## config.mk

```make
export PLATFORM = sky130hd
export DESIGN_NAME = moesif_snoop_coherence_controller_top
export DESIGN_NICKNAME = d
export VERILOG_FILES = /design/src/rtl/core/msc_pkg.sv /design/src/rtl/core/msc_line_mem.sv /design/src/rtl/core/msc_xlate.sv /design/src/rtl/core/moesif_snoop_coherence_controller_top.sv
export SDC_FILE = /design/constraint.sdc
export NUM_CORES = 2
export LEC_CHECK = 0
export ABC_AREA = 1
export BUFFER_PORTS_ARGS = -buffer_cell sky130_fd_sc_hd__buf_2
export CELL_PAD_IN_SITES_DETAIL_PLACEMENT = 0
export CELL_PAD_IN_SITES_GLOBAL_PLACEMENT = 1
export CORE_ASPECT_RATIO = 1.1
export CORE_MARGIN = 1.5
export CORE_UTILIZATION = 40
export CTS_BUF_LIST = sky130_fd_sc_hd__clkbuf_4
export CTS_CLUSTER_DIAMETER = 50
export DETAILED_ROUTE_END_ITERATION = 10
export HOLD_SLACK_MARGIN = 0.1
export PLACE_DENSITY_LB_ADDON = 0.1
export RECOVER_POWER = 50
export SYNTH_ARGS = -nofsm -noshare
export SYNTH_HDL_FRONTEND = slang
export SYNTH_SLANG_ARGS = --single-unit
```

## constraint.sdc

```tcl
create_clock -name clk -period 50.5 [get_ports clk]
set_input_delay 10.1 -clock clk [delete_from_list [all_inputs] [get_ports clk]]
set_output_delay 10.1 -clock clk [all_outputs]
set_load 0.005 [all_outputs]
```

## src/rtl/core/msc_pkg.sv

```systemverilog
package msc_pkg;

  // Number of line state entries. The line index is the low address bits,
  // so this must stay a power of two.
  localparam int LINE_COUNT = 1024;
  localparam int IDX_W = (LINE_COUNT > 1) ? $clog2(LINE_COUNT) : 1;

  typedef enum logic [3:0] {
    ST_I  = 4'd0,
    ST_S  = 4'd1,
    ST_E  = 4'd2,
    ST_O  = 4'd3,
    ST_M  = 4'd4,
    ST_F  = 4'd5,
    ST_IS = 4'd6,
    ST_IM = 4'd7,
    ST_SM = 4'd8,
    ST_OM = 4'd9,
    ST_FM = 4'd10
  } line_state_t;

  typedef enum logic [2:0] {
    RQ_LOAD  = 3'd0,
    RQ_STORE = 3'd1,
    RQ_GETS  = 3'd2,
    RQ_GETM  = 3'd3,
    RQ_DATA  = 3'd4
  } req_t;

  typedef enum logic [1:0] {
    CMD_NONE = 2'd0,
    CMD_GETS = 2'd1,
    CMD_GETM = 2'd2,
    CMD_DATA = 2'd3
  } bus_cmd_t;

  typedef struct packed {
    logic              en;
    logic [IDX_W-1:0]  idx;
    line_state_t       state;
  } mem_wr_t;

  typedef struct packed {
    bus_cmd_t    cmd;
    logic        to_proc;
    logic        ash;
    logic        miss;
    logic        upg;
    logic        err;
    line_state_t nst;
  } xlate_res_t;

endpackage

```

## src/rtl/core/msc_line_mem.sv

```systemverilog
module msc_line_mem import msc_pkg::*; (
  input  logic             clk,
  input  logic             rst_n,
  input  logic             rd_en,
  input  logic [IDX_W-1:0] rd_idx,
  output line_state_t      rd_state,
  input  mem_wr_t          wr,
  output logic             clr_busy
);

  line_state_t      mem [LINE_COUNT];
  line_state_t      rd_state_r;
  logic             clr_busy_r;
  logic [IDX_W-1:0] clr_cnt_r;
  logic [IDX_W-1:0] clr_cnt_nxt;
  logic             clr_busy_nxt;

  always_comb begin
    clr_cnt_nxt  = clr_cnt_r;
    clr_busy_nxt = clr_busy_r;
    if (clr_busy_r) begin
      clr_cnt_nxt = clr_cnt_r + 1'b1;
      if (clr_cnt_r == IDX_W'(LINE_COUNT - 1)) begin
        clr_busy_nxt = 1'b0;
      end
    end
  end

  always_ff @(posedge clk) begin
    if (!rst_n) begin
      clr_busy_r <= 1'b1;
      clr_cnt_r  <= '0;
    end else begin
      clr_busy_r <= clr_busy_nxt;
      clr_cnt_r  <= clr_cnt_nxt;
    end
  end

  // The clearing sweep owns the write port until every line reads as invalid.
  always_ff @(posedge clk) begin
    if (clr_busy_r) begin
      mem[clr_cnt_r] <= ST_I;
    end else if (wr.en) begin
      mem[wr.idx] <= wr.state;
    end
    if (rd_en) begin
      rd_state_r <= mem[rd_idx];
    end
  end

  assign rd_state = rd_state_r;
  assign clr_busy = clr_busy_r;

endmodule

```

## src/rtl/core/msc_xlate.sv

```systemverilog
module msc_xlate import msc_pkg::*; (
  input  line_state_t st,
  input  logic [2:0]  req_type,
  input  logic        shared_seen,
  output xlate_res_t  res
);

  xlate_res_t raw;
  req_t       rq;
  logic       store;

  assign rq    = req_t'(req_type);
  assign store = (rq == RQ_STORE);

  always_comb begin
    raw         = '0;
    raw.cmd     = CMD_NONE;
    raw.nst     = st;
    unique case (rq)
      RQ_LOAD, RQ_STORE: begin
        unique case (st)
          ST_I: begin
            raw.cmd  = store ? CMD_GETM : CMD_GETS;
            raw.nst  = store ? ST_IM : ST_IS;
            raw.miss = 1'b1;
          end
          ST_S, ST_O, ST_F: begin
            if (store) begin
              raw.cmd  = CMD_GETM;
              raw.nst  = (st == ST_S) ? ST_SM : (st == ST_O) ? ST_OM : ST_FM;
              raw.miss = 1'b1;
            end else begin
              raw.to_proc = 1'b1;
            end
          end
          ST_E: begin
            raw.to_proc = 1'b1;
            if (store) begin
              raw.upg = 1'b1;
              raw.nst = ST_M;
            end
          end
          ST_M: raw.to_proc = 1'b1;
          default: raw.err = 1'b1;
        endcase
      end
      RQ_GETS, RQ_GETM, RQ_DATA: begin
        unique case (st)
          ST_I: ;
          ST_S: begin
            if (rq != RQ_DATA) begin
              raw.ash = 1'b1;
              if (rq == RQ_GETM) raw.nst = ST_I;
            end
          end
          ST_E, ST_O, ST_M, ST_F: begin
            if (rq == RQ_DATA) begin
              raw.err = 1'b1;
            end else begin
              raw.ash = 1'b1;
              raw.cmd = CMD_DATA;
              if (rq == RQ_GETM) raw.nst = ST_I;
              else raw.nst = (st == ST_E || st == ST_F) ? ST_F : ST_O;
            end
          end
          ST_IS: begin
            if (rq == RQ_DATA) begin
              raw.to_proc = 1'b1;
              raw.nst     = shared_seen ? ST_S : ST_E;
            end
          end
          ST_IM: begin
            if (rq == RQ_DATA) begin
              raw.to_proc = 1'b1;
              raw.nst     = ST_M;
            end
          end
          ST_SM: begin
            if (rq == RQ_DATA) begin
              raw.to_proc = 1'b1;
              raw.nst     = ST_M;
            end else begin
              raw.ash = 1'b1;
            end
          end
          ST_OM, ST_FM: begin
            if (rq == RQ_DATA) begin
              raw.to_proc = 1'b1;
              raw.nst     = ST_M;
            end else begin
              raw.ash = 1'b1;
              raw.cmd = CMD_DATA;
              if (rq == RQ_GETM) raw.nst = ST_IM;
            end
          end
          default: raw.err = 1'b1;
        endcase
      end
      default: raw.err = 1'b1;
    endcase
  end

  // An illegal message leaves the line alone and reports nothing else.
  always_comb begin
    res = raw;
    if (raw.err) begin
      res     = '0;
      res.cmd = CMD_NONE;
      res.err = 1'b1;
      res.nst = st;
    end
  end

endmodule

```

## src/rtl/core/moesif_snoop_coherence_controller_top.sv

```systemverilog
// An accepted item is registered with its line state read, then enters the output
// register when it is free. Throughput: one item per cycle while out_stall does not
// hold the output; the line state read-modify-write through one synchronous memory
// port pair sets that rate, with the last write forwarded. Reset: synchronous and
// active low; a clearing pass then sets all 1024 lines to I while in_stall is high.
module moesif_snoop_coherence_controller_top import msc_pkg::*; (
  input  logic        clk,
  input  logic        rst_n,
  input  logic        in_valid,
  output logic        in_stall,
  input  logic [2:0]  in_req_type,
  input  logic [31:0] in_block_addr,
  input  logic [3:0]  in_requester_id,
  input  logic        in_shared_seen,
  output logic        out_valid,
  input  logic        out_stall,
  output logic [1:0]  out_bus_cmd,
  output logic [31:0] out_bus_addr,
  output logic [3:0]  out_data_dest,
  output logic        out_data_to_proc,
  output logic        out_assert_shared,
  output logic        out_miss_flag,
  output logic        out_upgrade_flag,
  output logic        out_error_flag,
  output logic [3:0]  out_next_line_state
);

  logic        in_accept;
  logic        clr_busy;
  line_state_t rd_state;
  line_state_t cur_state;
  xlate_res_t  res;
  mem_wr_t     wr;
  mem_wr_t     lw_r;
  logic        s1_adv;

  logic             s1_valid_r;
  logic [2:0]       s1_req_r;
  logic [31:0]      s1_addr_r;
  logic [3:0]       s1_rid_r;
  logic             s1_shared_r;
  logic [IDX_W-1:0] s1_idx;

  logic        out_valid_r;
  logic [1:0]  out_cmd_r,  out_cmd_nxt;
  logic [31:0] out_addr_r, out_addr_nxt;
  logic [3:0]  out_dest_r, out_dest_nxt;
  logic        out_to_proc_r, out_ash_r, out_miss_r, out_upg_r, out_err_r;
  logic [3:0]  out_nst_r;

  assign in_accept = in_valid && !in_stall;
  assign s1_adv    = s1_valid_r && (!out_valid_r || !out_stall);
  assign in_stall  = clr_busy || (s1_valid_r && !s1_adv);
  assign s1_idx    = s1_addr_r[IDX_W-1:0];

  msc_line_mem u_mem (
    .clk      (clk),
    .rst_n    (rst_n),
    .rd_en    (in_accept),
    .rd_idx   (in_block_addr[IDX_W-1:0]),
    .rd_state (rd_state),
    .wr       (wr),
    .clr_busy (clr_busy)
  );

  // The read for this item was issued while the previous item was still
  // writing, so the latest write to the same line wins over the memory data.
  assign cur_state = (lw_r.en && lw_r.idx == s1_idx) ? lw_r.state : rd_state;

  msc_xlate u_xlate (
    .st          (cur_state),
    .req_type    (s1_req_r),
    .shared_seen (s1_shared_r),
    .res         (res)
  );

  always_comb begin
    wr.en    = s1_adv && !res.err;
    wr.idx   = s1_idx;
    wr.state = res.nst;
  end

  always_comb begin
    out_cmd_nxt  = res.cmd;
    out_addr_nxt = (res.cmd != CMD_NONE || res.to_proc) ? s1_addr_r : '0;
    out_dest_nxt = (res.cmd == CMD_DATA) ? s1_rid_r : '0;
  end

  always_ff @(posedge clk) begin
    if (!rst_n) begin
      s1_valid_r  <= 1'b0;
      out_valid_r <= 1'b0;
      lw_r.en     <= 1'b0;
    end else begin
      if (in_accept) begin
        s1_valid_r <= 1'b1;
      end else if (s1_adv) begin
        s1_valid_r <= 1'b0;
      end
      if (s1_adv) begin
        out_valid_r <= 1'b1;
      end else if (!out_stall) begin
        out_valid_r <= 1'b0;
      end
      if (wr.en) begin
        lw_r <= wr;
      end
    end
  end

  always_ff @(posedge clk) begin
    if (in_accept) begin
      s1_req_r    <= in_req_type;
      s1_addr_r   <= in_block_addr;
      s1_rid_r    <= in_requester_id;
      s1_shared_r <= in_shared_seen;
    end
    if (s1_adv) begin
      out_cmd_r     <= out_cmd_nxt;
      out_addr_r    <= out_addr_nxt;
      out_dest_r    <= out_dest_nxt;
      out_to_proc_r <= res.to_proc;
      out_ash_r     <= res.ash;
      out_miss_r    <= res.miss;
      out_upg_r     <= res.upg;
      out_err_r     <= res.err;
      out_nst_r     <= res.nst;
    end
  end

  assign out_valid           = out_valid_r;
  assign out_bus_cmd         = out_cmd_r;
  assign out_bus_addr        = out_addr_r;
  assign out_data_dest       = out_dest_r;
  assign out_data_to_proc    = out_to_proc_r;
  assign out_assert_shared   = out_ash_r;
  assign out_miss_flag       = out_miss_r;
  assign out_upgrade_flag    = out_upg_r;
  assign out_error_flag      = out_err_r;
  assign out_next_line_state = out_nst_r;

`ifndef SYNTH
  a_no_item_during_clear: assert property (@(posedge clk) disable iff (!rst_n)
    clr_busy |-> !s1_valid_r)
    else $error("item in flight during clearing pass");

  a_error_is_quiet: assert property (@(posedge clk) disable iff (!rst_n)
    (out_valid_r && out_err_r) |-> (out_cmd_r == CMD_NONE && !out_to_proc_r && !out_ash_r))
    else $error("error result carries an action");

  a_dest_only_on_data: assert property (@(posedge clk) disable iff (!rst_n)
    (out_valid_r && out_dest_r != 4'd0) |-> (out_cmd_r == CMD_DATA))
    else $error("data destination without data supply");

  a_result_follows_item: assert property (@(posedge clk) disable iff (!rst_n)
    s1_adv |=> out_valid_r)
    else $error("finished item did not reach the output register");
`endif

endmodule

```

==> flow_metrics.tcl <==
set metrics [dict create \
    outcome "finished, violations left" \
    violations "capacitance limit, slew limit" \
    cts_max_level 7 \
    cts_root_buf "clkbuf_4" \
    crit_chain "buf_2 -> a21oi_1 -> clkbuf_1 -> nand4_1 -> a21oi_1 -> clkbuf_1 -> clkbuf_1 -> buf_4 -> buf_4 -> buf_4" \
    place_area_um2 176000 \
    fin_util 0.446 \
    insertion_delay_ns 1.74 \
    timing.final.hold_violations 0 \
    grt.total_usage 0.251 \
    fin_skew_ns 0.123 \
    leakage_nw 54.5 \
    use_met2 0.414 \
    dieArea_um2 430000 \
    max_slew_margin -5.34 \
    cts_buffers 1184 \
    holdWs_ns 0.499 \
    final_common_cell "edfxtp_1" \
    ir_drop_v 0.0000234 \
    drt-total-wl_um 544000 \
    dp_hpwl_um 299000 \
    setup_tns_ns 0 \
    rows 251 \
    fmax_mhz 32.9 \
    cp_top_family "buffers and inverters" \
    synthDistinctLibCells 39 \
    most-common-layout-cells "4201 x edfxtp_1, 3252 x nor2_1, 2174 x o21ai_0" \
    hold_buffers 0 \
    fin_crit_sh 0.601 \
    ys_seq_area_frac 0.742 \
    whs_path_depth 2 \
    grt_pass1_wl_um 783000 \
    antenna_found_initial 46 \
    setup.worst_path.class "input pin to flop" \
    final_area_um2 189000 \
    dp_cells 18900 \
    via_count 116000 \
    clk_pin_slew_ns 0.06 \
    slowest_delay_ns 6.69 \
    die_x_um 625 \
    reg2regPathDepth 10 \
    drive_gt1_frac 0.133 \
    path_max_fanout 182 \
    synthTopCellsByArea "edfxtp_1 74%, nor2_1 7.2%, o21ai_0 6.4%" \
    finalCriticalPeriod_ns 30.37 \
    tightestPinTransition_ns 9.51 \
    end_kind "flop" \
    drv_cap 73 \
    setup_viol 0 \
    drcViolationCount 0 \
    yosys_warnings 0 \
    crit_cells 10 \
    synthToLayoutAreaGrowth_pct 11.2 \
    power-per-cell-area_nw_per_um2 37.3 \
    io_pins 93 \
    top_usage_layer "met2" \
    antenna_left 0 \
    synth_cells 14000 \
    critPathLaunchType "input pin" \
    slowest_stage "clkbuf_1" \
    fin_nets 14500 \
    tritoncts "yes" \
    grt_setup_unrepaired "false" \
    core_um2 424000 \
    grt_pass1_vias 119000 \
    instances_no_fill 20800 \
    post_cts.repair.setup_buffers 0 \
    grt_use_met3 0.0510 \
    min_path_type "flop to flop" \
    cts_sinks 4215 \
    synth_top_cell_area_share 0.741 \
    ys_ff_latch 4215 \
    drt-vias-per-instance 5.56 \
    portBuffers 92 \
    path_buf_inv 7 \
    synth_fp_nets 14000 \
    critical_path_arrival_ns 31.71 \
    drt-pass1-iter-count 8 \
    fillers 39700 \
    synth_top_cell_by_area "edfxtp_1" \
    clockBufferDepth 5 \
    netlist_area_um2 170000 \
    drt_iter0_markers 11200 \
    cts.repair.resized 0 \
    wl_per_cell_um 26.1 \
    grt_max_degree 209 \
    die_h_um 687 \
    maxSlewViolCount 3679 \
    required_ns 51.84 \
    start_util 0.401 \
    syn_area_per_cell_um2 12.2 \
    gp_congestion 0.816 \
    power_mw 7.06 \
    overflow 0 \
    place_ws_ns 29.36 \
    finalWorstSetupSlack_ns 20.13 \
    ff2ff_setup_slack_ns 28.27 \
    grt_util_met1 0.327 \
]
kinds of logic after synthesis:
kind of cell	count (synthesis)	synth area share
flip-flops	4215	0.742
AND/OR/NAND/NOR	5280	0.125
XOR/XNOR	1	0.0000514
adder cells (fa/ha/maj)	1	0.0000735
buffers and inverters	1210	0.0280
AO/OA/AOI/OAI	3292	0.105
worst register-to-register path: stages, from the launching register on:
cell      delay, ns
dfxtp_1        0.31
inv_1          0.06
a21oi_1        0.13
clkbuf_1       2.23
nand4_1        1.76
a21oi_1        2.10
clkbuf_1       6.70
clkbuf_1       5.65
buf_4          1.24
buf_4          0.77
buf_4          0.86
worst paths after layout:
path | to | start
min | lw_r[14]$_SDFFE_PN0P_ | lw_r[14]$_SDFFE_PN0P_
min reg2reg | lw_r[14]$_SDFFE_PN0P_ | lw_r[14]$_SDFFE_PN0P_
max | u_mem.mem[622][3]$_DFFE_PP_ | out_stall
max reg2reg | u_mem.mem[622][3]$_DFFE_PP_ | s1_valid_r$_SDFFE_PN0P_
layer usage:
layer / wire length (µm) / vias up / part of all wire
li1: - / 52600 / -
met5: 32 / - / 0.000059
met4: 14900 / 6 / 0.027
met1: 230000 / 58100 / 0.42
met3: 36000 / 767 / 0.066
met2: 262000 / 4413 / 0.48
power breakdown:
part | internal (mW) | switching (mW)
logic | 0.0752 | 0.242
registers | 3.79 | 0.000440
clock network | 1.56 | 1.39
total | 5.42 | 1.64
registers in the layout, indices dropped and copies added, names as in the netlist, 2 cells and up:
name and count:
u_mem.clr_cnt_r 10, s1_addr_r 32, out_bus_addr 32, u_mem.rd_state 4
s1_req_r 3, out_next_line_state 4, u_mem.mem 4096, lw_r 15
out_bus_cmd 2, s1_rid_r 4, out_data_dest 4
area by class of cell:
cell class,count,area [µm²],share of cell area
Antenna cell,18,45.0,0.000238
Clock buffer,1648,12400,0.0653
Clock inverter,265,1380,0.00730
Inverter,110,453,0.00239
Multi-Input combinational cell,8574,39400,0.208
Sequential cell,4215,126000,0.668
Tap cell,5692,7120,0.0376
Timing Repair Buffer,322,2080,0.0110
synthesized netlist by cell type, drive strengths merged:
library cell / n
edfxtp: 4201
a21oi: 22
o221ai: 2
a2111oi: 1
o21ai: 2178
nor2: 3271
ha: 1
o31ai: 1
o211ai: 3
nand4: 9
nand3: 911
clkbuf: 842
a22oi: 1
o22ai: 1075
a31oi: 9
nand3b: 3
buf: 258
nand2: 1069
nor3: 14
nor4: 2
or2: 1
clkinv: 2
dfxtp: 14
xnor2: 1
inv: 108
No activity file was read; power rests on OpenSTA's default activity.
